==> config.mk <==
export PLATFORM = sky130hd
export DESIGN_NAME = power_throttle_monitor_flat
export DESIGN_NICKNAME = d
export VERILOG_FILES = /design/src/design/ptm_pkg.sv /design/src/design/ptm_if.sv /design/src/design/power_throttle_monitor.sv /design/src/flat_wrapper.sv
export SDC_FILE = /design/constraint.sdc
export NUM_CORES = 2
export LEC_CHECK = 0
export ABC_CLOCK_PERIOD_IN_PS = 11800
export BUFFER_PORTS_ARGS = -buffer_cell sky130_fd_sc_hd__buf_2
export CAP_MARGIN = 30
export CORE_UTILIZATION = 65
export DETAILED_ROUTE_END_ITERATION = 7
export PLACE_DENSITY = 0.88
export SLEW_MARGIN = 10
export SYNTH_ARGS = -nofsm -noshare
export SYNTH_HDL_FRONTEND = slang
export SYNTH_SLANG_ARGS = --single-unit
export TNS_END_PERCENT = 5
==> constraint.sdc <==
create_clock -name clock -period 11.8 [get_ports clock]
set_clock_uncertainty 0.2 [all_clocks]
set_input_delay 0.59 -clock clock [delete_from_list [all_inputs] [get_ports clock]]
set_output_delay 0.59 -clock clock [all_outputs]
set_load 0.02 [all_outputs]
==> src/design/ptm_pkg.sv <==
// ----------------------------------------------------------------------------
// ptm_pkg: shared definitions for the power throttle monitor
// Field widths, register indexes, reset values and arithmetic constants.
// ----------------------------------------------------------------------------
package ptm_pkg;

   localparam int ENERGY_W = 64;
   localparam int TIME_W   = 24;
   localparam int FREQ_W   = 24;
   localparam int POWER_W  = 32;
   localparam int DUTY_W   = 14;
   localparam int CSR_AW   = 3;
   localparam int CSR_DW   = 32;

   // microwatts per watt, as a 20-bit multiplier constant
   localparam int          UW_W       = 20;
   localparam logic [19:0] UW_PER_W   = 20'd1000000;
   localparam logic [23:0] SIM_DIVISOR = 24'd10;

   localparam int DUTY_PERIOD_US_DEF = 10000;

   localparam logic [CSR_AW-1:0] REG_MANUAL_MODE = 3'd0;
   localparam logic [CSR_AW-1:0] REG_SIMULATE    = 3'd1;
   localparam logic [CSR_AW-1:0] REG_HIGH_THR    = 3'd2;
   localparam logic [CSR_AW-1:0] REG_LOW_THR     = 3'd3;
   localparam logic [CSR_AW-1:0] REG_DUTY_ON     = 3'd4;
   localparam logic [CSR_AW-1:0] REG_SIM_IDLE    = 3'd5;
   localparam logic [CSR_AW-1:0] REG_SIM_ACTIVE  = 3'd6;

   localparam logic [POWER_W-1:0] HIGH_THR_RST   = 32'd40000000;
   localparam logic [POWER_W-1:0] LOW_THR_RST    = 32'd30000000;
   localparam logic [DUTY_W-1:0]  DUTY_ON_RST    = 14'd5000;
   localparam logic [POWER_W-1:0] SIM_IDLE_RST   = 32'd5000000;
   localparam logic [POWER_W-1:0] SIM_ACTIVE_RST = 32'd50000000;

   localparam logic [POWER_W-1:0] POWER_MAX = '1;
   localparam logic [TIME_W-1:0]  TIME_MAX  = '1;

   typedef logic [POWER_W-1:0] power_type;

endpackage

==> src/design/ptm_if.sv <==
// ----------------------------------------------------------------------------
// ptm_if: request, response and register-write channels
// Valid/ready channels with source and sink views.
// ----------------------------------------------------------------------------
interface ptm_req_if
   import ptm_pkg::*;
   ();
   logic                valid;
   logic                ready;
   logic [ENERGY_W-1:0] energy_count_uj;
   logic                energy_valid;
   logic [TIME_W-1:0]   elapsed_us;
   logic [FREQ_W-1:0]   core_khz;

   modport source (output valid, energy_count_uj, energy_valid, elapsed_us, core_khz,
                   input ready);
   modport sink   (input valid, energy_count_uj, energy_valid, elapsed_us, core_khz,
                   output ready);
endinterface

interface ptm_rsp_if
   import ptm_pkg::*;
   ();
   logic               valid;
   logic               ready;
   logic [POWER_W-1:0] power_uw;
   logic [FREQ_W-1:0]  freq_out_khz;
   logic               throttled;

   modport source (output valid, power_uw, freq_out_khz, throttled, input ready);
   modport sink   (input valid, power_uw, freq_out_khz, throttled, output ready);
endinterface

interface ptm_csr_if
   import ptm_pkg::*;
   ();
   logic              valid;
   logic              ready;
   logic [CSR_AW-1:0] addr;
   logic [CSR_DW-1:0] data;

   modport source (output valid, addr, data, input ready);
   modport sink   (input valid, addr, data, output ready);
endinterface

==> src/design/power_throttle_monitor.sv <==
// ----------------------------------------------------------------------------
// power_throttle_monitor: poll-rate power meter with throttle decision
// Turns energy counter samples into microwatts and drives a throttle request.
// ----------------------------------------------------------------------------
// Usage:
//   req_chan carries one poll sample per request; rsp_chan returns exactly one
//   result (power, frequency, throttle) per request, in order. csr_chan writes
//   the seven configuration registers; it is always ready, and the user must
//   write it only while no request is in flight (the block does not enforce this).
//   Path from acceptance to the response register: a sample that needs no
//   division goes straight to the load; simulated power while throttled runs
//   the restoring divider, and a measured power figure runs 4 multiply steps of
//   16 bits, one range check, 32 steps of the restoring divider and one load; a
//   saturated figure skips the divider. A new request is taken only
//   once the previous one has reached the response register, so the block does
//   not accept a new sample while the shared unit is still busy with the last.
//   The response register holds while rsp_chan.ready is low; the next request
//   is still taken and finishes up to the point of loading the response.
//   Reset (synchronous) restores the register defaults, drops the energy
//   baseline, clears the timers and leaves the throttle off.
// ----------------------------------------------------------------------------
module power_throttle_monitor
   import ptm_pkg::*;
#(
   parameter int DUTY_PERIOD_US = DUTY_PERIOD_US_DEF
) (
   input  logic      clock,
   input  logic      reset,
   ptm_req_if.sink   req_chan,
   ptm_rsp_if.source rsp_chan,
   ptm_csr_if.sink   csr_chan
);

   localparam int PHASE_W = (DUTY_PERIOD_US > 1) ? $clog2(DUTY_PERIOD_US) : 1;
   localparam int PSUM_W  = ((PHASE_W > TIME_W) ? PHASE_W : TIME_W) + 1;
   localparam int PCMP_W  = (PHASE_W > DUTY_W) ? PHASE_W : DUTY_W;
   localparam int ACC_W   = ENERGY_W + UW_W;
   localparam int CHUNK_W = 16;

   localparam logic [2:0] S_IDLE  = 3'd0;
   localparam logic [2:0] S_MUL   = 3'd1;
   localparam logic [2:0] S_CHECK = 3'd2;
   localparam logic [2:0] S_DIV   = 3'd3;
   localparam logic [2:0] S_DONE  = 3'd4;

   // configuration
   logic               manual_ff, sim_ff;
   logic [POWER_W-1:0] high_ff, low_ff, idle_ff, active_ff;
   logic [DUTY_W-1:0]  duty_on_ff;

   // block state
   logic [2:0]          state_ff, state_in;
   logic [ENERGY_W-1:0] last_ff, last_in;
   logic                base_ff, base_in;
   logic [TIME_W-1:0]   since_ff, since_in;
   logic [PHASE_W-1:0]  phase_ff, phase_in;
   logic                throttle_ff, throttle_in;
   logic                rsp_valid_ff, rsp_valid_in;

   // datapath
   logic [ENERGY_W-1:0] mdata_ff, mdata_in;
   logic [ACC_W-1:0]    acc_ff, acc_in;
   logic [TIME_W-1:0]   rem_ff, rem_in;
   logic [POWER_W-1:0]  quot_ff, quot_in;
   logic [TIME_W-1:0]   dvs_ff, dvs_in;
   logic [4:0]          cnt_ff, cnt_in;
   logic                sim_div_ff, sim_div_in;
   power_type           power_ff, power_in;
   logic [FREQ_W-1:0]   freq_ff, freq_in;
   power_type           rsp_power_ff, rsp_power_in;
   logic [FREQ_W-1:0]   rsp_freq_ff, rsp_freq_in;

   logic                req_take;
   logic [TIME_W:0]     tsum;
   logic [TIME_W-1:0]   tsat;
   logic [ENERGY_W:0]   ediff;
   logic                rise;
   logic [POWER_W-1:0]  sim_gap;
   logic [PSUM_W-1:0]   psum;
   logic [CHUNK_W+UW_W-1:0] prod;
   logic [TIME_W+1:0]   trial;
   logic                qbit;
   logic [POWER_W-1:0]  quot_next;
   logic                sat;
   logic                duty_on;

   assign req_chan.ready = (state_ff == S_IDLE);
   assign req_take       = req_chan.valid && req_chan.ready;
   assign csr_chan.ready = 1'b1;

   assign rsp_chan.valid        = rsp_valid_ff;
   assign rsp_chan.power_uw     = rsp_power_ff;
   assign rsp_chan.freq_out_khz = rsp_freq_ff;
   assign rsp_chan.throttled    = throttle_ff;

   // sample arithmetic
   assign tsum    = {1'b0, since_ff} + {1'b0, req_chan.elapsed_us};
   assign tsat    = tsum[TIME_W] ? TIME_MAX : tsum[TIME_W-1:0];
   assign ediff   = {1'b0, req_chan.energy_count_uj} - {1'b0, last_ff};
   assign rise    = !ediff[ENERGY_W] && (ediff[ENERGY_W-1:0] != '0);
   assign sim_gap = (active_ff >= idle_ff) ? (active_ff - idle_ff) : '0;
   assign psum    = PSUM_W'(phase_ff) + PSUM_W'(req_chan.elapsed_us);

   // shared multiply/divide unit
   assign prod      = mdata_ff[ENERGY_W-1 -: CHUNK_W] * UW_PER_W;
   assign trial     = {1'b0, rem_ff, quot_ff[POWER_W-1]} - {2'b0, dvs_ff};
   assign qbit      = !trial[TIME_W+1];
   assign quot_next = {quot_ff[POWER_W-2:0], qbit};
   assign sat       = acc_ff[ACC_W-1:POWER_W] >= (ACC_W-POWER_W)'(dvs_ff);
   assign duty_on   = PCMP_W'(phase_ff) < PCMP_W'(duty_on_ff);

   always_comb begin
      state_in     = state_ff;
      last_in      = last_ff;
      base_in      = base_ff;
      since_in     = since_ff;
      phase_in     = phase_ff;
      throttle_in  = throttle_ff;
      rsp_valid_in = rsp_valid_ff && !rsp_chan.ready;
      mdata_in     = mdata_ff;
      acc_in       = acc_ff;
      rem_in       = rem_ff;
      quot_in      = quot_ff;
      dvs_in       = dvs_ff;
      cnt_in       = cnt_ff;
      sim_div_in   = sim_div_ff;
      power_in     = power_ff;
      freq_in      = freq_ff;
      rsp_power_in = rsp_power_ff;
      rsp_freq_in  = rsp_freq_ff;

      case (state_ff)
         S_IDLE: begin
            if (req_take) begin
               freq_in    = req_chan.core_khz;
               phase_in   = (psum >= PSUM_W'(DUTY_PERIOD_US)) ? '0 : psum[PHASE_W-1:0];
               since_in   = tsat;
               power_in   = '0;
               sim_div_in = 1'b0;
               state_in   = S_DONE;
               if (sim_ff) begin
                  if (throttle_ff) begin
                     // idle plus a tenth of the gap, through the divider
                     sim_div_in = 1'b1;
                     rem_in     = '0;
                     quot_in    = sim_gap;
                     dvs_in     = SIM_DIVISOR;
                     cnt_in     = 5'(POWER_W - 1);
                     state_in   = S_DIV;
                  end else begin
                     power_in = active_ff;
                  end
               end else if (req_chan.energy_valid) begin
                  last_in  = req_chan.energy_count_uj;
                  since_in = '0;
                  base_in  = 1'b1;
                  if (base_ff && (tsat != '0) && rise) begin
                     mdata_in = ediff[ENERGY_W-1:0];
                     acc_in   = '0;
                     dvs_in   = tsat;
                     cnt_in   = 5'(ENERGY_W / CHUNK_W - 1);
                     state_in = S_MUL;
                  end
               end
            end
         end
         S_MUL: begin
            // most significant chunk first: acc = acc * 2^16 + chunk * 1e6
            acc_in   = {acc_ff[ACC_W-CHUNK_W-1:0], {CHUNK_W{1'b0}}} + ACC_W'(prod);
            mdata_in = {mdata_ff[ENERGY_W-CHUNK_W-1:0], {CHUNK_W{1'b0}}};
            cnt_in   = cnt_ff - 5'd1;
            if (cnt_ff == '0) begin
               state_in = S_CHECK;
            end
         end
         S_CHECK: begin
            if (sat) begin
               power_in = POWER_MAX;
               state_in = S_DONE;
            end else begin
               // upper part is below the divisor, so it seeds the remainder
               rem_in   = acc_ff[POWER_W +: TIME_W];
               quot_in  = acc_ff[POWER_W-1:0];
               cnt_in   = 5'(POWER_W - 1);
               state_in = S_DIV;
            end
         end
         S_DIV: begin
            rem_in  = qbit ? trial[TIME_W-1:0] : {rem_ff[TIME_W-2:0], quot_ff[POWER_W-1]};
            quot_in = quot_next;
            cnt_in  = cnt_ff - 5'd1;
            if (cnt_ff == '0) begin
               power_in = sim_div_ff ? (idle_ff + quot_next) : quot_next;
               state_in = S_DONE;
            end
         end
         S_DONE: begin
            if (!rsp_valid_ff || rsp_chan.ready) begin
               rsp_valid_in = 1'b1;
               rsp_power_in = power_ff;
               rsp_freq_in  = freq_ff;
               if (manual_ff) begin
                  throttle_in = duty_on;
               end else if (power_ff > high_ff) begin
                  throttle_in = 1'b1;
               end else if (power_ff < low_ff) begin
                  throttle_in = 1'b0;
               end
               state_in = S_IDLE;
            end
         end
         default: begin
            state_in = S_IDLE;
         end
      endcase
   end

   always_ff @(posedge clock) begin
      if (reset) begin
         state_ff     <= S_IDLE;
         last_ff      <= '0;
         base_ff      <= 1'b0;
         since_ff     <= '0;
         phase_ff     <= '0;
         throttle_ff  <= 1'b0;
         rsp_valid_ff <= 1'b0;
         cnt_ff       <= '0;
         sim_div_ff   <= 1'b0;
      end else begin
         state_ff     <= state_in;
         last_ff      <= last_in;
         base_ff      <= base_in;
         since_ff     <= since_in;
         phase_ff     <= phase_in;
         throttle_ff  <= throttle_in;
         rsp_valid_ff <= rsp_valid_in;
         cnt_ff       <= cnt_in;
         sim_div_ff   <= sim_div_in;
      end
   end

   always_ff @(posedge clock) begin
      mdata_ff     <= mdata_in;
      acc_ff       <= acc_in;
      rem_ff       <= rem_in;
      quot_ff      <= quot_in;
      dvs_ff       <= dvs_in;
      power_ff     <= power_in;
      freq_ff      <= freq_in;
      rsp_power_ff <= rsp_power_in;
      rsp_freq_ff  <= rsp_freq_in;
   end

   // configuration registers
   always_ff @(posedge clock) begin
      if (reset) begin
         manual_ff  <= 1'b0;
         sim_ff     <= 1'b0;
         high_ff    <= HIGH_THR_RST;
         low_ff     <= LOW_THR_RST;
         duty_on_ff <= DUTY_ON_RST;
         idle_ff    <= SIM_IDLE_RST;
         active_ff  <= SIM_ACTIVE_RST;
      end else if (csr_chan.valid && csr_chan.ready) begin
         case (csr_chan.addr)
            REG_MANUAL_MODE: manual_ff  <= csr_chan.data[0];
            REG_SIMULATE:    sim_ff     <= csr_chan.data[0];
            REG_HIGH_THR:    high_ff    <= csr_chan.data[POWER_W-1:0];
            REG_LOW_THR:     low_ff     <= csr_chan.data[POWER_W-1:0];
            REG_DUTY_ON:     duty_on_ff <= csr_chan.data[DUTY_W-1:0];
            REG_SIM_IDLE:    idle_ff    <= csr_chan.data[POWER_W-1:0];
            REG_SIM_ACTIVE:  active_ff  <= csr_chan.data[POWER_W-1:0];
            default: ;
         endcase
      end
   end

   // a taken request always leaves the idle state
   assert property (@(posedge clock) disable iff (reset)
      req_take |=> !req_chan.ready)
      else $error("request taken but block still ready");

   // a measured sample restarts the time since the last good read
   assert property (@(posedge clock) disable iff (reset)
      req_take && !sim_ff && req_chan.energy_valid |=> since_ff == '0)
      else $error("good read did not clear the elapsed time");

   // an out-of-range quotient is reported as full scale
   assert property (@(posedge clock) disable iff (reset)
      (state_ff == S_CHECK) && sat |=> (power_ff == POWER_MAX) && (state_ff == S_DONE))
      else $error("saturated power not loaded");

   // in manual mode the throttle follows the duty window on each response
   assert property (@(posedge clock) disable iff (reset)
      (state_ff == S_DONE) && (!rsp_valid_ff || rsp_chan.ready) && manual_ff
      |=> throttle_ff == $past(duty_on))
      else $error("manual throttle does not follow duty window");

endmodule
==> src/flat_wrapper.sv <==
// flat-port wrapper written by rule: the top's interface ports become plain ports
module power_throttle_monitor_flat import ptm_pkg::*;
#(
   parameter int DUTY_PERIOD_US = DUTY_PERIOD_US_DEF
)
  (clock, reset, req_chan_valid, req_chan_energy_count_uj, req_chan_energy_valid, req_chan_elapsed_us, req_chan_core_khz, req_chan_ready, rsp_chan_valid, rsp_chan_power_uw, rsp_chan_freq_out_khz, rsp_chan_throttled, rsp_chan_ready, csr_chan_valid, csr_chan_addr, csr_chan_data, csr_chan_ready);
  ptm_req_if req_chan_i ();
  ptm_rsp_if rsp_chan_i ();
  ptm_csr_if csr_chan_i ();
  input  logic clock;
  input  logic reset;
  input wire logic [$bits(req_chan_i.valid)-1:0] req_chan_valid;
  input wire logic [$bits(req_chan_i.energy_count_uj)-1:0] req_chan_energy_count_uj;
  input wire logic [$bits(req_chan_i.energy_valid)-1:0] req_chan_energy_valid;
  input wire logic [$bits(req_chan_i.elapsed_us)-1:0] req_chan_elapsed_us;
  input wire logic [$bits(req_chan_i.core_khz)-1:0] req_chan_core_khz;
  output wire logic [$bits(req_chan_i.ready)-1:0] req_chan_ready;
  output wire logic [$bits(rsp_chan_i.valid)-1:0] rsp_chan_valid;
  output wire logic [$bits(rsp_chan_i.power_uw)-1:0] rsp_chan_power_uw;
  output wire logic [$bits(rsp_chan_i.freq_out_khz)-1:0] rsp_chan_freq_out_khz;
  output wire logic [$bits(rsp_chan_i.throttled)-1:0] rsp_chan_throttled;
  input wire logic [$bits(rsp_chan_i.ready)-1:0] rsp_chan_ready;
  input wire logic [$bits(csr_chan_i.valid)-1:0] csr_chan_valid;
  input wire logic [$bits(csr_chan_i.addr)-1:0] csr_chan_addr;
  input wire logic [$bits(csr_chan_i.data)-1:0] csr_chan_data;
  output wire logic [$bits(csr_chan_i.ready)-1:0] csr_chan_ready;
  assign req_chan_i.valid = req_chan_valid;
  assign req_chan_i.energy_count_uj = req_chan_energy_count_uj;
  assign req_chan_i.energy_valid = req_chan_energy_valid;
  assign req_chan_i.elapsed_us = req_chan_elapsed_us;
  assign req_chan_i.core_khz = req_chan_core_khz;
  assign req_chan_ready = req_chan_i.ready;
  assign rsp_chan_valid = rsp_chan_i.valid;
  assign rsp_chan_power_uw = rsp_chan_i.power_uw;
  assign rsp_chan_freq_out_khz = rsp_chan_i.freq_out_khz;
  assign rsp_chan_throttled = rsp_chan_i.throttled;
  assign rsp_chan_i.ready = rsp_chan_ready;
  assign csr_chan_i.valid = csr_chan_valid;
  assign csr_chan_i.addr = csr_chan_addr;
  assign csr_chan_i.data = csr_chan_data;
  assign csr_chan_ready = csr_chan_i.ready;
  power_throttle_monitor #(.DUTY_PERIOD_US(DUTY_PERIOD_US)) u_core (.clock(clock), .reset(reset), .req_chan(req_chan_i), .rsp_chan(rsp_chan_i), .csr_chan(csr_chan_i));
endmodule
---- Word level (Yosys, flattened, before mapping) ----
Cells that the tools add are included.
word-level totals
  bits in registers ....................... 598
  input bits .............................. 153
  output and inout port bits .............. 60
operators by class
  $add $sub $neg .......................... 8
  multipliers ............................. 1
  order comparisons ....................... 6
  equal/unequal tests ..................... 25
  multiplexer cells ....................... 61
  bitwise gates (word level) .............. 1
  reductions and logical operators ........ 39
operator list
  cell                      number
  $mux W32                  11
  $mux W84                  4
  $mux W24                  12
  $mux W64                  4
  $pmux W32 S3              2
  $pmux W84 S2              1
  $pmux W64 S2              1
  $add A84 B36 Y84          1
  $pmux W24 S3              1
  $sub A64 B64 Y65          1
  $reduce_bool A64 Y1       1
  $ge A52 B24 Y1            1
  $add A32 B32 Y32          1
  $ge A32 B32 Y1            1
  $gt A32 B32 Y1            1
  $lt A32 B32 Y1            1
  $sub A32 B32 Y32          1
  $mul A16 B14 Y30 const B  1
  $mux W5                   6
  $mux W3                   9
  $sub A25 B24 Y26          1
  $add A14 B24 Y25          1
  $add A24 B24 Y25          1
  $ge A25 B14 Y1 const B    1
  27 further kinds          76

---- Logic depth before layout (Yosys ltp) ----
  depth after elaboration ................. 10
  gate-level depth with buffers ........... 35
  depth with buffers taken out ............ 34

---- Least setup slack after synthesis ----
No wires, ideal clock.
  kind .................................... flip-flop to flip-flop
  start point ............................. register u_core.mdata_ff[49]
  end point ............................... register u_core.acc_ff[72] (data pin)
  setup time .............................. 266 ps
  data arrival time ....................... 7679 ps
  required time ........................... 11334 ps
  path slack .............................. 3656 ps
  cell stages (with the launch flop) ...... 33
  buffers on the path ..................... 1
  cells stage by stage .................... edfxtp_1 fa_1 inv_1 fa_1 inv_1 fa_1 inv_1 fa_1 inv_1 ha_1 fa_1 ha_1 or3_1 o21ai_0 a211oi_1 o21a_1 o21ai_0 nand2b_1 a21oi_1 xnor2_1 ha_1 a21boi_0 o21ai_0 a21boi_0 o21ai_0 a21oi_1 o21ai_0 a211oi_1 o21a_1 clkbuf_1 nor4bb_1 xnor2_1 nor2_1
on the way
  word-level cells in the longest chain between the ends .. 3
ends and longest elaborated chain
  element                 RTL line                       RTL
  from (decl)             power_throttle_monitor.sv:61   logic [ENERGY_W-1:0] mdata_ff, mdata_in;
  from (signal assigned)  power_throttle_monitor.sv:243  mdata_ff <= mdata_in;
  $mul A16 B14 Y30        power_throttle_monitor.sv:105  assign prod = mdata_ff[ENERGY_W-1 -: CHUNK_W] * UW_PER_W;
  $add A84 B36 Y84        power_throttle_monitor.sv:169  acc_in = {acc_ff[ACC_W-CHUNK_W-1:0], {CHUNK_W{1'b0}}} + ACC_W'(prod);
  $pmux W84 S2            power_throttle_monitor.sv:132  case (state_ff)
  to (signal assigned)    power_throttle_monitor.sv:244  acc_ff <= acc_in;
  to (decl)               power_throttle_monitor.sv:62   logic [ACC_W-1:0] acc_ff, acc_in;
No other way between the ends.
A chain may end at the register's enable or synchronous reset.

---- Worst setup path after layout ----
  start point ............................. register u_core.mdata_ff[49]
  end point ............................... register u_core.acc_ff[74] (data pin)
Same word-level chain as after synthesis.

==> flow_summary.ini <==
[clocking]
cts.sinks = 592
max-clock-path-buffers = 3
numCtsBuffers = 67
root_buffer = clkbuf_16
ctsHoldBuffers = 26
cts.repair.resized = 0
cts_tree = yes
cts.reportedPaths.clkPinSlew_ns = 0.06
insertion_delay_ns = 0.63
post_cts_buffers = 0
htreeDepth = 3

[logic_synthesis]
synthTopCellsByArea = edfxtp_1, dfxtp_1, ha_1
ys_seq_area_share_pct = 37.8
synth_seq_cells = 592
ys.flop_type = edfxtp_1
synth_cell_types = 98
yosysTopAreaCell = edfxtp_1
netlist_instances = 4550
syn_area_mm2 = 0.0402
synth.avg_cell_area_um2 = 8.83
synth_edf_count = 334
yosys_warnings = 0
synthArstFlopShare_pct = 0
yosys.area.top_type_share_pct = 25.0
syn_nets = 5175

[route]
postRouteAntennaNets = 0
first_iter_violations = 3652
drc = 3
vias = 34871
vias_per_cell = 6.28
firstDrtPassIters = 8
drt-wirelength-per-cell_um = 19.8
wl_mm = 110

[worst_setup_path]
start_kind = flip-flop
crit_arrival_ns = 9.34
slowest_delay_ns = 0.61
setup.worst_path.end_class = flip-flop
worst_path_most_repeated_cell = o21ai_0
worstSetupPathType = reg2reg
critPathRequiredTime_ns = 11.94
crit_slowest_cell = a211oi_1
crit_path_max_fanout = 7

[power]
power_density_mw_per_mm2 = 139
peakVddDrop_mv = 0.116
finalPower_mw = 6.17
p_leak_nw = 18.1

[sta]
holdWs_ns = 0.0198
fmax_ghz = 0.109
hold_viol = 0
worst_slew_pin_slew_ns = 0.920
slew_violations = 0
fin_tns_setup_ns = 0
setup-violations-final = 0
period_share_pct = 78.0
finalWorstSetupSlack_ns = 2.60
rsz0062_at_grt = false
slew_headroom_pct = 38.6
period_minus_slack_ns = 9.20

[global_routing]
first_global_vias = 33773
gr-total-overflow = 0
grt_max_degree = 79
grt_pass1_wl_mm = 174
grtUsageTotal_pct = 34.4
antenna_found_initial = 1

[floorplan]
num_rows = 90
die_x_um = 251
start_util_pct = 66.2
design.die.area_mm2 = 0.0628
die_h_um = 251
io_pins = 213
core_area_mm2 = 0.0607

[place]
hpwl_mm = 78.6
place.port_buffers = 211
dp.cells = 5397
dp_slack_ns = 2.79
gp_congestion = 0.996
dpl-instance-area_mm2 = 0.0419

[layout]
final_cell_area_mm2 = 0.0445
synthToLayoutAreaGrowth_pct = 10.7
fin_nets = 5339
utilization_pct = 73.3
final_cell_count_no_fill = 5553
final_cell_mix = nand2_1, a21oi_1, ha_1, inv_1, edfxtp_1
mostFrequentLayoutCell = nand2_1
drive_above_1_share_pct = 8.89

[status]
violations = DRC
status = finished with violations

[flow_run]
cap_violations = 0

[worst_hold_path]
worstHoldPathType = in2reg
path summary, 6_finish.rpt:
kind,start,endpoint,slack [ns],cells after the start
max,u_core.mdata_ff[49],u_core.acc_ff[74],2.60,31
min,req_chan_energy_count_uj[43],u_core.last_ff[43],0.02,3
max reg2reg,u_core.mdata_ff[49],u_core.acc_ff[74],2.60,31
min reg2reg,u_core.freq_ff[15],u_core.rsp_chan.freq_out_khz[15],0.22,0
registers in the layout, indices dropped and copies added, names as in the netlist, 32 cells and up:
name                      flops
u_core.mdata_ff              64
u_core.low_ff                32
u_core.acc_ff                78
u_core.power_ff              32
u_core.high_ff               32
u_core.idle_ff               32
u_core.last_ff               64
u_core.quot_ff               32
u_core.active_ff             32
u_core.rsp_chan.power_uw     32
synth_stat cells, drive strengths merged, types with 9 or more instances:
cell type,number
o21a,31
nor2,316
dfxtp,258
nor3,59
a311oi,9
nor4,29
a221oi,9
fa,62
nand4,62
clkbuf,157
ha,410
edfxtp,334
a211o,9
nand2,665
xor2,87
mux2i,34
a211oi,20
a21oi,471
o211ai,48
xnor2,145
or3,18
a22oi,38
buf,20
a31oi,28
nand3,82
or2,16
inv,360
o21ai,273
nand2b,45
a21boi,13
a21o,113
a22o,15
o31ai,22
nor3b,10
and3,42
and2,30
o21bai,24
a31o,10
nor2b,63
kinds of logic (layout without fill, tap and decap cells):
| group | count (synthesis) | count (layout) | share of synthesized area (%) |
|---|---|---|---|
| compound gates | 1207 | 1207 | 18.5 |
| xor+xnor | 232 | 232 | 5.06 |
| fa+ha+maj | 472 | 472 | 15.9 |
| buf+inv | 537 | 756 | 5.09 |
| flops | 592 | 592 | 37.8 |
| mux | 39 | 39 | 0.987 |
| other cells | 1 | 3 | 0.00933 |
| simple gates | 1470 | 1470 | 16.7 |
where the power goes:
group / switching, mW / internal, mW / leakage (nW) / total (mW)
registers: 0.0479 / 2.27 / 5.17 / 2.32
clock network: 0.918 / 1.25 / 1.10 / 2.17
logic: 1.01 / 0.666 / 11.8 / 1.68
total: 1.98 / 4.19 / 18.1 / 6.17
critical path, delay by kind of cell, from the launching register on:
kind	cells	cell delay (ns)
AO/OA/AOI/OAI	13	3.30
XOR/XNOR	2	0.26
adder cells (fa/ha/maj)	8	3.54
buffers and inverters	4	0.20
flip-flops	1	0.53
AND/OR/NAND/NOR	4	0.89
routing by layer:
metal  GRT usage (%)  vias to the layer above  routed length, um
met5               0                        -                  0
met4            15.8                        0               5300
met3            4.93                      354              10100
met2            58.2                     1859              52100
met1            43.5                    16223              42600
li1                -                    16435                  -
final cells by class:
cell class / instances / area (um^2)
multi-input cells: 3421 / 23000
flip-flops and latches: 592 / 15200
well taps: 782 / 978
clock inverters: 36 / 423
fillers: 4251 / 16200
diodes: 2 / 5.00
clock buffers: 88 / 1850
repair buffers: 272 / 1650
inverters: 360 / 1350
No activity file was read; power rests on OpenSTA's default activity.
